### src/hdl/xcr_pkg.sv
// ----------------------------------------------------------------------------
// xcr_pkg
// Shared constants and types for the XMODEM checksum receiver.
// ----------------------------------------------------------------------------
package xcr_pkg;

    localparam int BLOCK_BYTES         = 128;
    localparam int IDX_W               = $clog2(BLOCK_BYTES);
    localparam int OFFSET_BITS_DEFAULT = 20;
    localparam int OFFSET_W            = 20;
    localparam int SIZE_W              = 21;
    localparam int INTERVAL_W          = 16;

    localparam logic [INTERVAL_W-1:0] NAK_INTERVAL_RESET = 16'd2000;

    // protocol control bytes and the block-number complement mask
    localparam logic [7:0] BYTE_SOH = 8'h01;
    localparam logic [7:0] BYTE_EOT = 8'h04;
    localparam logic [7:0] BYTE_CAN = 8'h18;
    localparam logic [7:0] BYTE_ONES = 8'hff;

    // op codes
    localparam logic OP_BYTE = 1'b0;
    localparam logic OP_TICK = 1'b1;

    // reply codes
    localparam logic [1:0] RPL_NONE = 2'd0;
    localparam logic [1:0] RPL_ACK  = 2'd1;
    localparam logic [1:0] RPL_NAK  = 2'd2;

    // status codes
    localparam logic [1:0] ST_BUSY   = 2'd0;
    localparam logic [1:0] ST_DONE   = 2'd1;
    localparam logic [1:0] ST_CANCEL = 2'd2;
    localparam logic [1:0] ST_ERROR  = 2'd3;

    typedef struct packed {
        logic                op;
        logic [7:0]          rx_byte;
    } item_t;

    typedef struct packed {
        logic [1:0]          reply;
        logic                data_valid;
        logic [OFFSET_W-1:0] data_offset;
        logic [7:0]          data_byte;
        logic [1:0]          status;
        logic [SIZE_W-1:0]   total_size;
    } result_t;

endpackage

### src/hdl/xcr_in_stage.sv
// ----------------------------------------------------------------------------
// xcr_in_stage
// Input register: holds one word until the core takes it.
// ----------------------------------------------------------------------------
module xcr_in_stage
(
    input  logic            clk,
    input  logic            rst_n,
    input  logic            in_valid,
    output logic            in_stall,
    input  xcr_pkg::item_t  in_item,
    input  logic            take,
    output logic            item_valid,
    output xcr_pkg::item_t  item
);

    logic           valid_reg;
    logic           valid_next;
    xcr_pkg::item_t item_reg;
    logic           load;

    assign in_stall   = valid_reg && !take;
    assign load       = in_valid && !in_stall;
    assign valid_next = load ? 1'b1 : (take ? 1'b0 : valid_reg);

    always_ff @(posedge clk or negedge rst_n)
    begin
        if (!rst_n)
        begin
            valid_reg <= 1'b0;
        end
        else
        begin
            valid_reg <= valid_next;
        end
    end

    always_ff @(posedge clk)
    begin
        if (load)
        begin
            item_reg <= in_item;
        end
    end

    assign item_valid = valid_reg;
    assign item       = item_reg;

endmodule

### src/hdl/xcr_core.sv
// ----------------------------------------------------------------------------
// xcr_core
// Protocol state and per-word update logic of the receiver.
// ----------------------------------------------------------------------------
module xcr_core
#(
    parameter int OFFSET_BITS = xcr_pkg::OFFSET_BITS_DEFAULT
)
(
    input  logic                              clk,
    input  logic                              rst_n,
    input  logic                              cfg_we,
    input  logic [xcr_pkg::INTERVAL_W-1:0]    cfg_data,
    input  logic                              fire,
    input  xcr_pkg::item_t                    item,
    output xcr_pkg::result_t                  result
);

    typedef enum logic [2:0] {
        PH_HDR    = 3'd0,
        PH_NUM    = 3'd1,
        PH_COMP   = 3'd2,
        PH_DATA   = 3'd3,
        PH_CSUM   = 3'd4,
        PH_DONE   = 3'd5,
        PH_CANCEL = 3'd6,
        PH_ERROR  = 3'd7
    } phase_t;

    localparam int CAP_BITS = (OFFSET_BITS < xcr_pkg::OFFSET_W) ? OFFSET_BITS
                                                                : xcr_pkg::OFFSET_W;
    localparam logic [xcr_pkg::SIZE_W:0] CAPACITY = (xcr_pkg::SIZE_W+1)'(1) << CAP_BITS;
    localparam logic [xcr_pkg::IDX_W-1:0] LAST_IDX = xcr_pkg::IDX_W'(xcr_pkg::BLOCK_BYTES - 1);

    phase_t                              phase_reg, phase_next;
    logic                                started_reg, started_next;
    logic [xcr_pkg::INTERVAL_W-1:0]      tick_count_reg, tick_count_next;
    logic [xcr_pkg::INTERVAL_W-1:0]      tick_inc;
    logic [xcr_pkg::INTERVAL_W-1:0]      nak_interval_reg;
    logic [7:0]                          expected_block_reg, expected_block_next;
    logic [7:0]                          received_block_reg, received_block_next;
    logic                                block_bad_reg, block_bad_next;
    logic                                csum_bad;
    logic [xcr_pkg::IDX_W-1:0]           byte_index_reg, byte_index_next;
    logic [7:0]                          running_sum_reg, running_sum_next;
    logic [xcr_pkg::SIZE_W-1:0]          image_size_reg, image_size_next;
    logic [xcr_pkg::SIZE_W:0]            size_after;
    logic [xcr_pkg::SIZE_W-1:0]          offset_sum;
    logic [1:0]                          reply;
    logic                                dvalid;
    logic [xcr_pkg::OFFSET_W-1:0]        doff;
    logic [7:0]                          dbyte;
    logic [1:0]                          status;

    assign tick_inc   = tick_count_reg + 1'b1;
    assign size_after = {1'b0, image_size_reg} + (xcr_pkg::SIZE_W+1)'(xcr_pkg::BLOCK_BYTES);
    assign offset_sum = image_size_reg + xcr_pkg::SIZE_W'(byte_index_reg);
    assign csum_bad   = block_bad_reg || (running_sum_reg != item.rx_byte);

    always_comb
    begin
        phase_next          = phase_reg;
        started_next        = started_reg;
        tick_count_next     = tick_count_reg;
        expected_block_next = expected_block_reg;
        received_block_next = received_block_reg;
        block_bad_next      = block_bad_reg;
        byte_index_next     = byte_index_reg;
        running_sum_next    = running_sum_reg;
        image_size_next     = image_size_reg;
        reply               = xcr_pkg::RPL_NONE;
        dvalid              = 1'b0;
        doff                = '0;
        dbyte               = '0;

        if (item.op == xcr_pkg::OP_TICK)
        begin
            if (phase_reg == PH_HDR && !started_reg)
            begin
                tick_count_next = tick_inc;
                if (tick_inc >= nak_interval_reg)
                begin
                    tick_count_next = '0;
                    reply           = xcr_pkg::RPL_NAK;
                end
            end
        end
        else
        begin
            case (phase_reg)
                PH_HDR:
                begin
                    tick_count_next = '0;
                    if (item.rx_byte == xcr_pkg::BYTE_EOT)
                    begin
                        reply      = xcr_pkg::RPL_ACK;
                        phase_next = PH_DONE;
                    end
                    else if (item.rx_byte == xcr_pkg::BYTE_CAN)
                    begin
                        phase_next = PH_CANCEL;
                    end
                    else if (item.rx_byte == xcr_pkg::BYTE_SOH)
                    begin
                        started_next = 1'b1;
                        if (size_after > CAPACITY)
                        begin
                            phase_next = PH_ERROR;
                        end
                        else
                        begin
                            block_bad_next   = 1'b0;
                            byte_index_next  = '0;
                            running_sum_next = '0;
                            phase_next       = PH_NUM;
                        end
                    end
                    else if (started_reg)
                    begin
                        phase_next = PH_ERROR;
                    end
                end
                PH_NUM:
                begin
                    received_block_next = item.rx_byte;
                    if (item.rx_byte != expected_block_reg)
                    begin
                        block_bad_next = 1'b1;
                    end
                    phase_next = PH_COMP;
                end
                PH_COMP:
                begin
                    if ((received_block_reg ^ item.rx_byte) != xcr_pkg::BYTE_ONES)
                    begin
                        block_bad_next = 1'b1;
                    end
                    phase_next = PH_DATA;
                end
                PH_DATA:
                begin
                    dvalid           = 1'b1;
                    doff             = offset_sum[xcr_pkg::OFFSET_W-1:0];
                    dbyte            = item.rx_byte;
                    running_sum_next = running_sum_reg + item.rx_byte;
                    if (byte_index_reg == LAST_IDX)
                    begin
                        byte_index_next = '0;
                        phase_next      = PH_CSUM;
                    end
                    else
                    begin
                        byte_index_next = byte_index_reg + 1'b1;
                    end
                end
                PH_CSUM:
                begin
                    if (csum_bad)
                    begin
                        reply = xcr_pkg::RPL_NAK;
                    end
                    else
                    begin
                        reply               = xcr_pkg::RPL_ACK;
                        expected_block_next = expected_block_reg + 1'b1;
                        image_size_next     = size_after[xcr_pkg::SIZE_W-1:0];
                    end
                    block_bad_next = 1'b0;
                    phase_next     = PH_HDR;
                end
                default:
                begin
                end
            endcase
        end
    end

    always_comb
    begin
        case (phase_next)
            PH_DONE:   status = xcr_pkg::ST_DONE;
            PH_CANCEL: status = xcr_pkg::ST_CANCEL;
            PH_ERROR:  status = xcr_pkg::ST_ERROR;
            default:   status = xcr_pkg::ST_BUSY;
        endcase
    end

    always_ff @(posedge clk or negedge rst_n)
    begin
        if (!rst_n)
        begin
            nak_interval_reg   <= xcr_pkg::NAK_INTERVAL_RESET;
            phase_reg          <= PH_HDR;
            started_reg        <= 1'b0;
            tick_count_reg     <= '0;
            expected_block_reg <= 8'd1;
            received_block_reg <= '0;
            block_bad_reg      <= 1'b0;
            byte_index_reg     <= '0;
            running_sum_reg    <= '0;
            image_size_reg     <= '0;
        end
        else
        begin
            if (cfg_we)
            begin
                nak_interval_reg <= cfg_data;
            end
            if (fire)
            begin
                phase_reg          <= phase_next;
                started_reg        <= started_next;
                tick_count_reg     <= tick_count_next;
                expected_block_reg <= expected_block_next;
                received_block_reg <= received_block_next;
                block_bad_reg      <= block_bad_next;
                byte_index_reg     <= byte_index_next;
                running_sum_reg    <= running_sum_next;
                image_size_reg     <= image_size_next;
            end
        end
    end

    assign result.reply       = reply;
    assign result.data_valid  = dvalid;
    assign result.data_offset = doff;
    assign result.data_byte   = dbyte;
    assign result.status      = status;
    assign result.total_size  = image_size_next;

endmodule

### src/hdl/xcr_out_stage.sv
// ----------------------------------------------------------------------------
// xcr_out_stage
// Result register: holds one result word until the sink takes it.
// ----------------------------------------------------------------------------
module xcr_out_stage
(
    input  logic              clk,
    input  logic              rst_n,
    input  logic              fire,
    input  xcr_pkg::result_t  result,
    output logic              ready,
    output logic              out_valid,
    input  logic              out_stall,
    output xcr_pkg::result_t  out_result
);

    logic              valid_reg;
    logic              valid_next;
    xcr_pkg::result_t  result_reg;

    assign ready      = !valid_reg || !out_stall;
    assign valid_next = fire ? 1'b1 : (ready ? 1'b0 : valid_reg);

    always_ff @(posedge clk or negedge rst_n)
    begin
        if (!rst_n)
        begin
            valid_reg <= 1'b0;
        end
        else
        begin
            valid_reg <= valid_next;
        end
    end

    always_ff @(posedge clk)
    begin
        if (fire)
        begin
            result_reg <= result;
        end
    end

    assign out_valid  = valid_reg;
    assign out_result = result_reg;

endmodule

### src/hdl/xmodem_checksum_receiver.sv
// ----------------------------------------------------------------------------
// xmodem_checksum_receiver
// XMODEM receiver for 128-byte blocks with an 8-bit additive checksum.
// ----------------------------------------------------------------------------
// Each input word is a received byte or one tick of waiting time and gives
// exactly one result word. A word passes from the input register through the
// protocol update logic into the result register, and one word per cycle is
// sustained while out_stall is low; the only limit on throughput is out_stall.
// Before the first SOH a NAK is sent every nak_interval ticks. Data bytes come
// out with their image offset, a good block is ACKed, a bad one NAKed, EOT ends
// and CAN cancels the transfer, and the final status holds until reset. Write
// nak_interval only while idle.
module xmodem_checksum_receiver
#(
    parameter int OFFSET_BITS = xcr_pkg::OFFSET_BITS_DEFAULT
)
(
    input  logic                              clk,
    input  logic                              rst_n,
    input  logic                              cfg_valid,
    output logic                              cfg_ready,
    input  logic [xcr_pkg::INTERVAL_W-1:0]    cfg_data,
    input  logic                              in_valid,
    output logic                              in_stall,
    input  logic                              op,
    input  logic [7:0]                        rx_byte,
    output logic                              out_valid,
    input  logic                              out_stall,
    output logic [1:0]                        reply,
    output logic                              data_valid,
    output logic [xcr_pkg::OFFSET_W-1:0]      data_offset,
    output logic [7:0]                        data_byte,
    output logic [1:0]                        status,
    output logic [xcr_pkg::SIZE_W-1:0]        total_size
);

    xcr_pkg::item_t    in_item;
    xcr_pkg::item_t    item;
    logic              item_valid;
    logic              out_ready;
    logic              fire;
    xcr_pkg::result_t  result;
    xcr_pkg::result_t  out_result;

    assign cfg_ready       = 1'b1;
    assign in_item.op      = op;
    assign in_item.rx_byte = rx_byte;
    assign fire            = item_valid && out_ready;

    xcr_in_stage u_in_stage
    (
        .clk        (clk),
        .rst_n      (rst_n),
        .in_valid   (in_valid),
        .in_stall   (in_stall),
        .in_item    (in_item),
        .take       (out_ready),
        .item_valid (item_valid),
        .item       (item)
    );

    xcr_core
    #(
        .OFFSET_BITS (OFFSET_BITS)
    )
    u_core
    (
        .clk      (clk),
        .rst_n    (rst_n),
        .cfg_we   (cfg_valid && cfg_ready),
        .cfg_data (cfg_data),
        .fire     (fire),
        .item     (item),
        .result   (result)
    );

    xcr_out_stage u_out_stage
    (
        .clk        (clk),
        .rst_n      (rst_n),
        .fire       (fire),
        .result     (result),
        .ready      (out_ready),
        .out_valid  (out_valid),
        .out_stall  (out_stall),
        .out_result (out_result)
    );

    assign reply       = out_result.reply;
    assign data_valid  = out_result.data_valid;
    assign data_offset = out_result.data_offset;
    assign data_byte   = out_result.data_byte;
    assign status      = out_result.status;
    assign total_size  = out_result.total_size;

endmodule

### config.mk
export PLATFORM = sky130hd
export DESIGN_NAME = xmodem_checksum_receiver
export DESIGN_NICKNAME = d
export VERILOG_FILES = /design/src/hdl/xcr_pkg.sv /design/src/hdl/xcr_in_stage.sv /design/src/hdl/xcr_core.sv /design/src/hdl/xcr_out_stage.sv /design/src/hdl/xmodem_checksum_receiver.sv
export SDC_FILE = /design/constraint.sdc
export NUM_CORES = 1
export LEC_CHECK = 0
export ABC_AREA = 1
export BUFFER_PORTS_ARGS = -buffer_cell sky130_fd_sc_hd__buf_2
export CAP_MARGIN = 30
export CORE_AREA = 2 2 128 130
export CTS_CLUSTER_DIAMETER = 120
export DETAILED_ROUTE_END_ITERATION = 8
export DIE_AREA = 0 0 130 132
export GPL_ROUTABILITY_DRIVEN = 0
export GPL_TIMING_DRIVEN = 0
export PLACE_DENSITY = 0.68
export SLEW_MARGIN = 20
export SYNTH_ARGS = -nofsm -noshare
export SYNTH_HDL_FRONTEND = slang
export SYNTH_SLANG_ARGS = --single-unit
### constraint.sdc
create_clock -name clk -period 3.4 [get_ports clk]
set_input_delay 0.51 -clock clk [delete_from_list [all_inputs] [get_ports clk]]
set_output_delay 0.51 -clock clk [all_outputs]
set_load 0.01 [all_outputs]
==> impl_metrics.env, run 1 <==
export IMPL_clockRootBuffer="clkbuf_16"
export IMPL_yosys_warnings=0
export IMPL_critPathKind="reg2reg"
export IMPL_vias=5810
export IMPL_fill_cells=1389
export IMPL_tightest_slew_ps=716.5
export IMPL_drt_wl_total_mm=16.05
export IMPL_drtAntennaViolNets=0
export IMPL_crit_family="simple AND/OR/NAND/NOR gates"
export IMPL_dieWidth_um=130
export IMPL_setup_ws_ps=302.6
export IMPL_ys_seq_elements=140
export IMPL_multi_input_area_sq_mm=0.003064
export IMPL_path_cells="ha_1 > nand2_1 > nor2_1 > nand3_1 > nor2_2 > nand4_1 > nor3_1 > xor2_1 > ha_1 > nand4_1 > inv_1 > a21oi_1 > nand3_2 > nand4_1 > o31ai_1"
export IMPL_synth_cells=836
export IMPL_drv_slew=0
export IMPL_clock_sinks=140
export IMPL_setup_viol=0
export IMPL_relSlewSlack_pct=52.23
export IMPL_final_common_cell="nand2_1"
export IMPL_p_total_mw=5.641
export IMPL_grt_busiest_layer="met2"
export IMPL_synth_area_per_cell_sq_um=8.881
export IMPL_yosysSeqAreaShare_pct=51.08
export IMPL_drtPass1Iterations=5
export IMPL_start_util_pct=47.25
export IMPL_cap_violations=0
export IMPL_postCtsSetupRepairBufs=0
export IMPL_grt_use_met3_pct=4.992
export IMPL_cts_buffer_depth=2
export IMPL_crit_required_ps=3550
export IMPL_cpMaxStageDelayCell="dfrtp_1"
export IMPL_period_share_pct=91.10
export IMPL_ios=87
export IMPL_cp_max_fo=5
export IMPL_area_growth_pct=17.86
export IMPL_fp_dieH_um=132
export IMPL_grt_max_degree=57
export IMPL_grt_first_pass_wirelength_mm=27.08
export IMPL_final_nets=999
export IMPL_wl_per_cell_um=13.72
export IMPL_clkLatencyLatePin_ps=430
export IMPL_cts_tree="done"
export IMPL_dpl_hpwl_mm=11.40
export IMPL_arrival_ps=3250
export IMPL_period_minus_slack_ps=3097
export IMPL_fin_setup_tns_ps=0
export IMPL_worst_path_buf_inv=1
export IMPL_powerDensity_mw_per_mm2=644.6
export IMPL_hold_buffers=0
export IMPL_use_met1_pct=27.36
export IMPL_synth_cell_types=49
export IMPL_netlist_area_sq_mm=0.007425
export IMPL_antenna_cells=0
export IMPL_drive_above_1_share_pct=18.34
export IMPL_skew_ps=13.38
export IMPL_die_area_sq_mm=0.01716
export IMPL_grt_use_met2_pct=31.50
export IMPL_rows=46
export IMPL_drtIter0Drc=334
export IMPL_peakVddDrop_v=0.0003609
export IMPL_grt_ovfl_total=0
export IMPL_min_path_type="in2async"
export IMPL_place_ws_ps=-133.0
export IMPL_coreArea_sq_mm=0.01571
export IMPL_largest_register_ff_count=47
export IMPL_cts_buffers=17
export IMPL_portBuffers=78
export IMPL_seqCellArea_sq_mm=0.003792
export IMPL_p_leak_nw=4.217
export IMPL_clkTransAtPathRegs_ps=60
export IMPL_critPathMaxStageDelay_ps=380
export IMPL_synth_edff_count=56
export IMPL_vias_per_cell=4.966
export IMPL_ys_flop_type="dfrtp_1"
export IMPL_crit_top_cell="nand4_1"
export IMPL_start_kind="register"
export IMPL_grt_pass1_vias=5669
export IMPL_final_core_util_pct=55.69
export IMPL_route_detailed_drc=0
export IMPL_synth_async_reset_ratio_pct=60.00
export IMPL_cp_end_kind="register"
export IMPL_outcome="finished, final reports clean"
export IMPL_layout_common_cells="nand2_1, inv_1, nor2_1, buf_2, dfrtp_1"
export IMPL_antenna_found_initial=0
export IMPL_hold_viol=0
export IMPL_htreeDepth=4
export IMPL_fmax_mhz=322.9
export IMPL_rsz0062_at_grt="no"
export IMPL_grt_usage_pct=20.04
[report_power, final]
group | switching (mW) | internal, mW | total, mW
combinational | 0.927 | 0.520 | 1.45
clock | 0.700 | 1.16 | 1.86
sequential | 0.229 | 2.10 | 2.33
total | 1.86 | 3.79 | 5.64
[per-stage QoR]
stage,hold slack [ps],cells,instance area [sq um]
2_1_floorplan,214.4,842,7447
3_3_place_gp,449.5,1136,8108
3_5_place_dp,462.5,1137,8140
4_1_cts,36.84,1169,8733
5_1_grt,51.71,1170,8751
6_report,38.17,1170,8751
[logic make-up (layout without fill, tap and decap cells)]
family                   Yosys count  in the layout  synth area share [%]
adder cells (fa/ha/maj)           28             28                 4.820
other                              2              8                0.1011
buffers and inverters            146            257                 8.190
flip-flops                       140            140                 51.08
AO/OA/AOI/OAI                    123            123                 9.538
AND/OR/NAND/NOR                  363            364                 22.23
XOR/XNOR                          33             33                 3.893
multiplexers                       1              1                0.1517
[final cells by class]
cell class / count / share of cell area (%)
multi-input cells: 557 / 35.02
clock inverters: 13 / 1.701
inverters: 120 / 5.162
clock buffers: 19 / 5.061
well taps: 216 / 3.088
repair buffers: 79 / 4.804
flip-flops and latches: 140 / 43.34
plain buffers: 26 / 1.830
[worst paths after layout]
| kind | end | slack [ps] | from | cells past startpoint |
|---|---|---|---|---|
| max in group asynchronous | u_core.expected_block_reg[0] | 2700 | rst_n | 2 |
| min in group clk | u_in_stage.item[8] | 260 | op | 1 |
| worst max-delay path | u_out_stage.out_result[53] | 300 | u_core.tick_count_reg[0] | 15 |
| worst max register to register | u_out_stage.out_result[53] | 300 | u_core.tick_count_reg[0] | 15 |
| worst min register to register | u_out_stage.out_valid | 480 | u_in_stage.item_valid | 2 |
| worst min-delay path | u_core.nak_interval_reg[11] | 40 | rst_n | 1 |
[what timing repair did]
action	in CTS	in global routing
endpoints found under the setup margin	9	16
pin swaps	0	1
resized for setup	1	3
gates cloned	0	1
[synth_stat cells (4+ instances only)]
cell type / count / share of area [%]
ha_1: 27 / 4.5
nand4_1: 12 / 1.0
o21ai_0: 50 / 3.4
xor2_1: 26 / 3.1
buf_2: 6 / 0.40
nor4_1: 6 / 0.51
o21ai_1: 11 / 0.74
a21oi_1: 32 / 2.2
nor3_1: 10 / 0.67
o21ai_2: 7 / 0.83
buf_4: 8 / 0.81
nand2_2: 5 / 0.42
xnor2_1: 7 / 0.83
clkbuf_1: 7 / 0.35
nand2_1: 164 / 8.3
nand3_1: 51 / 3.4
nand3_2: 7 / 0.94
dfrtp_1: 77 / 26
o32ai_1: 6 / 0.71
o22ai_1: 6 / 0.51
edfxtp_1: 56 / 23
nor2_1: 89 / 4.5
dfstp_2: 7 / 2.5
nor2_2: 4 / 0.34
inv_1: 117 / 5.9
[routing by layer]
metal  up-vias  wire (um)  part of all wire, %
met4         0        216                  1.3
li1       2959          -                    -
met5         -          0                    0
met3        17        775                  4.8
met2       132       7488                   47
met1      2702       7569                   47
Note: power is estimated with default switching activity, not from simulation.
==> inputs of run 2 (changes only) <==
- BUFFER_PORTS_ARGS: -buffer_cell sky130_fd_sc_hd__buf_2 -> default
- DONT_BUFFER_PORTS: default -> 1
- MAX_ROUTING_LAYER: default -> met4
- PLACE_DENSITY: 0.68 -> 0.63
==> run 2 against run 1 <==
  * The flow now finishes with violations (hold timing)
  * First-iteration DRC count grew 18%
  * Wire length shrank 1.3%
  * Critical path depth shrank 1
  * Die area is the same
  * Non-clock buffer count shrank 77
  * Clock skew shrank 4.0 ps
  * Core utilization shrank 1.8 points
  * Via count shrank 5.6%
  * Setup slack lost 4.9 ps
  * Critical endpoint is now u_core.tick_count_reg[4]
==> impl_metrics.env, run 2 (synthesized netlist as in run 1, its figures left out) <==
export IMPL_outcome="complete, but fails checks"
export IMPL_violations="hold timing"
export IMPL_vias=5485
export IMPL_min_path_type="in2async"
export IMPL_start_kind="register"
export IMPL_wl_met1_mm=7.707
export IMPL_wl_met2_mm=7.337
export IMPL_drtAntennaViolNets=0
export IMPL_area_growth_pct=13.97
export IMPL_htreeDepth=4
export IMPL_peakVddDrop_v=0.0003830
export IMPL_grt_first_pass_wirelength_mm=25.88
export IMPL_p_leak_nw=3.941
export IMPL_powerDensity_mw_per_mm2=682.8
export IMPL_vias_per_cell=5.018
export IMPL_drive_above_1_share_pct=11.63
export IMPL_relSlewSlack_pct=51.81
export IMPL_grt_pass1_vias=5259
export IMPL_period_share_pct=91.24
export IMPL_clkTransAtPathRegs_ps=60
export IMPL_layout_common_cells="nand2_1, inv_1, nor2_1, dfrtp_1, edfxtp_1"
export IMPL_die_area_sq_mm=0.01716
export IMPL_coreArea_sq_mm=0.01571
export IMPL_final_nets=922
export IMPL_grt_max_degree=85
export IMPL_dieWidth_um=130
export IMPL_start_util_pct=47.25
export IMPL_highest_signal_layer="met4"
export IMPL_arrival_ps=3410
export IMPL_final_core_util_pct=53.85
export IMPL_p_total_mw=5.778
export IMPL_route_detailed_drc=0
export IMPL_fp_dieH_um=132
export IMPL_fin_setup_tns_ps=0
export IMPL_drv_slew=0
export IMPL_clockRootBuffer="clkbuf_16"
export IMPL_cts_buffer_depth=2
export IMPL_dpl_hpwl_mm=11.02
export IMPL_clock_sinks=140
export IMPL_skew_ps=9.383
export IMPL_cp_max_fo=4
export IMPL_hold_viol=12
export IMPL_clkLatencyLatePin_ps=420
export IMPL_antenna_found_initial=0
export IMPL_critPathKind="reg2reg"
export IMPL_cap_violations=0
export IMPL_grt_usage_pct=19.86
export IMPL_crit_required_ps=3710
export IMPL_rows=46
export IMPL_cts_tree="done"
export IMPL_multi_input_area_sq_mm=0.003085
export IMPL_cp_end_kind="register"
export IMPL_rsz0062_at_grt="no"
export IMPL_drtPass1Iterations=5
export IMPL_seqCellArea_sq_mm=0.003792
export IMPL_grt_ovfl_total=0
export IMPL_period_minus_slack_ps=3102
export IMPL_fmax_mhz=322.3
export IMPL_holdWs_ps=-9.094
export IMPL_fill_cells=1447
export IMPL_wl_per_cell_um=14.49
export IMPL_ios=87
export IMPL_wl_met3_um=665
export IMPL_drt_wl_total_mm=15.84
export IMPL_place_area_sq_mm=0.007720
export IMPL_setup_viol=0
export IMPL_cts_buffers=17
export IMPL_drtIter0Drc=393
export IMPL_antenna_cells=0
export IMPL_postLayoutCellArea_sq_mm=0.008462
export IMPL_final_common_cell="nand2_1"
export IMPL_portBuffers=0
export IMPL_tightest_slew_ps=722.9
export IMPL_largest_register_ff_count=47
==> run 2: cell count changes in the layout (fill, tap and decap cells not counted), moves of 2 or more <==
| cell | previous run | this run |
|---|---|---|
| clkbuf_8 | 1 | 4 |
| clkinv_2 | 5 | 0 |
| clkinv_1 | 2 | 0 |
| buf_2 | 82 | 5 |
==> run 2: final timing paths <==
kind | start | endpoint | slack [ps] | cells after the start
max | u_core.tick_count_reg[0] | u_core.tick_count_reg[4] | 300 | 14
min | rst_n | u_core.nak_interval_reg[11] | -9 | 1
max reg2reg | u_core.tick_count_reg[0] | u_core.tick_count_reg[4] | 300 | 14
min reg2reg | u_in_stage.item_valid | u_out_stage.out_valid | 470 | 2
max in group asynchronous | rst_n | u_core.expected_block_reg[0] | 3040 | 1
min in group clk | rx_byte[0] | u_in_stage.item[0] | 180 | 0
==> run 2: layout make-up <==
cell class                      count  share of cell area [%]
Sequential cell                   140                   44.82
Timing Repair Buffer                2                  0.4140
Inverter                          120                   5.353
Multi-Input combinational cell    557                   36.46
Buffer                             26                   1.893
Clock inverter                      8                   1.804
Tap cell                          216                   3.194
Clock buffer                       24                   6.062
==> run 2: what timing repair did <==
action,4_1_cts,5_1_grt
gates resized for setup,2,7
pin swaps,0,2
endpoints found under the hold margin,84,0
hold buffers,1,0
cloned,0,1
setup endpoints to repair,9,13
setup buffers,0,1
==> run 2: worst max-delay path: stages (launching register included) <==
cell     delay, ps
dfrtp_1        380
ha_1           190
nand2_1         80
nor2_1         160
nand3_1        160
nor2_2         210
nand4_1        180
nor3_2         160
xor2_1         240
ha_1           290
nand4_1        130
inv_1           70
a21oi_2        220
nand3_1        220
o32ai_1        310
==> run 2: through the flow <==
stage | std cells | setup WS [ps]
2_1_floorplan | 842 | 522.7
3_3_place_gp | 1058 | -156.0
3_5_place_dp | 1058 | -193.3
4_1_cts | 1091 | 127.8
5_1_grt | 1093 | 17.88
6_report | 1093 | 297.8
==> run 2: layer usage <==
layer  vias up  global-route usage, %
met4         0                  6.332
met3        10                  4.302
met5         -                      -
li1       2801                      -
met1      2543                  27.21
met2       131                  29.49
==> run 2: power breakdown <==
part / switching [mW] / internal, mW
clock network: 0.705 / 1.35
logic: 0.875 / 0.473
registers: 0.262 / 2.11
==> inputs of run 3 (changes only) <==
- GPL_ROUTABILITY_DRIVEN: 0 -> default
- GPL_TIMING_DRIVEN: 0 -> default
- RECOVER_POWER: default -> 100
==> run 3 against run 2 <==
  * The run ends with capacitance limit, slew limit left
  * Largest cell class unchanged
  * Critical path type unchanged
  * Register-to-register slack better by 40 ps
  * Sequential share of layout area up 1.5 points
  * Critical path depth grew 1
  * Non-clock buffer count shrank 16
  * First-iteration DRC count is 8.1% lower
  * Final cell count is 1.5% lower
  * Wire length is 1.8% lower
==> impl_metrics.env, run 3 (synthesized netlist as in run 1, its figures left out) <==
export IMPL_outcome="complete, but fails checks"
export IMPL_violations="capacitance limit, slew limit"
export IMPL_vias=5478
export IMPL_coreArea_sq_mm=0.01571
export IMPL_skew_ps=7.634
export IMPL_min_path_type="in2reg"
export IMPL_cap_violations=2
export IMPL_critPathMaxStageDelay_ps=400
export IMPL_peakVddDrop_v=0.0004014
export IMPL_layout_common_cells="nand2_1, inv_1, nor2_1, dfrtp_1, edfxtp_1"
export IMPL_antenna_found_initial=0
export IMPL_clkTransAtPathRegs_ps=60
export IMPL_powerDensity_mw_per_mm2=666.5
export IMPL_htreeDepth=4
export IMPL_antenna_cells=0
export IMPL_drive_above_1_share_pct=8.827
export IMPL_clkLatencyLatePin_ps=420
export IMPL_gp_congestion=0.8689
export IMPL_area_growth_pct=10.23
export IMPL_final_common_cell="nand2_1"
export IMPL_die_area_sq_mm=0.01716
export IMPL_relSlewSlack_pct=-44.31
export IMPL_cp_max_fo=8
export IMPL_drtIter0Drc=361
export IMPL_critPathKind="reg2reg"
export IMPL_drt_wl_total_mm=15.55
export IMPL_grt_ovfl_total=0
export IMPL_dieWidth_um=130
export IMPL_route_detailed_drc=0
export IMPL_min_delay_start="cfg_valid"
export IMPL_largest_register_ff_count=47
export IMPL_crit_family="simple AND/OR/NAND/NOR gates"
export IMPL_p_leak_nw=3.803
export IMPL_holdWs_ps=165.7
export IMPL_grt_pass1_vias=5163
export IMPL_grt_usage_pct=19.73
export IMPL_drtPass1Iterations=5
export IMPL_fmax_mhz=326.8
export IMPL_timing_rr_start="u_core.tick_count_reg[4]"
export IMPL_clock_sinks=140
export IMPL_wl_per_cell_um=14.44
export IMPL_start_util_pct=47.25
export IMPL_start_kind="register"
export IMPL_crit_required_ps=3550
export IMPL_cp_end_kind="register"
export IMPL_ios=87
export IMPL_setup_viol=0
export IMPL_worst_path_buf_inv=2
export IMPL_grt_max_degree=85
export IMPL_seqCellArea_sq_mm=0.003792
export IMPL_final_nets=906
export IMPL_clockRootBuffer="clkbuf_16"
export IMPL_cts_buffers=17
export IMPL_p_total_mw=5.455
export IMPL_tightest_slew_ps=2165
export IMPL_period_minus_slack_ps=3060
export IMPL_fill_cells=1465
export IMPL_setup_worst_path_start="u_core.tick_count_reg[4]"
export IMPL_fp_dieH_um=132
export IMPL_portBuffers=0
export IMPL_multi_input_area_sq_mm=0.003010
export IMPL_drtAntennaViolNets=0
export IMPL_setup_ws_ps=340.3
export IMPL_place_ws_ps=238.8
export IMPL_cpMaxStageDelayCell="dfrtp_1"
export IMPL_cts_buffer_depth=2
export IMPL_vias_per_cell=5.086
export IMPL_final_core_util_pct=52.09
export IMPL_path_cells="inv_1 > nor4_1 > nand2_1 > nor2_1 > nand3_1 > nor2_1 > xor2_1 > ha_1 > a21oi_1 > o21ai_0 > a21oi_1 > nand3_2 > buf_4 > nand4_1 > o31ai_1"
export IMPL_cts_tree="done"
export IMPL_drv_slew=85
export IMPL_grt_first_pass_wirelength_mm=25.92
export IMPL_period_share_pct=89.99
export IMPL_arrival_ps=3210
export IMPL_dpl_hpwl_mm=10.83
export IMPL_rows=46
export IMPL_hold_viol=0
==> run 3: cell count changes in the layout (fill, tap and decap cells not counted), moves of 3 or more <==
| cell | change |
|---|---|
| buf_2 | -5 |
| o21ai_0 | +5 |
| clkinvlp_4 | +4 |
| buf_4 | -3 |
| buf_6 | -3 |
| bufinv_16 | -3 |
| nor3_1 | +3 |
| o21ai_1 | -3 |
==> run 3: layout make-up <==
type / count / share of cell area [%]
clock buffer: 23 / 5.978
clock inverter: 9 / 1.070
inverter: 120 / 5.550
multi-input combinational: 556 / 36.78
sequential: 140 / 46.34
tap: 216 / 3.302
timing repair buffer: 12 / 0.8867
timing repair inverter: 1 / 0.09173
==> run 3: power by group <==
group | switching [mW] | internal (mW) | total, mW
logic | 0.843 | 0.444 | 1.29
registers | 0.267 | 2.11 | 2.38
clock network | 0.703 | 1.09 | 1.79
total | 1.81 | 3.64 | 5.45
==> run 3: metal layers <==
layer,up-vias,track usage (%),routed length [um],part of all wire [%]
met1,2552,27.79,7642,49
met5,-,-,0,0
li1,2766,-,-,-
met3,15,4.505,734,4.7
met4,0,5.376,168,1.1
met2,145,28.74,7008,45
==> run 3: path summary, 6_finish.rpt <==
path                                           endpoint  slack, ps  cells past startpoint
setup / recovery             u_out_stage.out_result[53]        340                     15
max in group asynchronous  u_core.received_block_reg[2]       1410                      1
hold / removal               u_core.nak_interval_reg[8]        170                      1
setup reg to reg             u_out_stage.out_result[53]        340                     15
min in group asynchronous    u_core.nak_interval_reg[1]        730                      1
hold reg to reg                   u_out_stage.out_valid        460                      2
==> run 3: stage by stage <==
stage	std cells	area, sq um	TNS, ps
floorplan	842	7447	0
global placement	1041	7635	0
detailed placement	1041	7635	0
CTS	1074	8239	0
global route	1077	8184	-205.0
finish	1077	8184	0
==> run 3: timing repair <==
item	in CTS	in global routing
hold buffers	1	0
resized for setup	0	6
hold endpoints to repair	84	0
buffers inserted	0	2
endpoints found under the setup margin	0	16
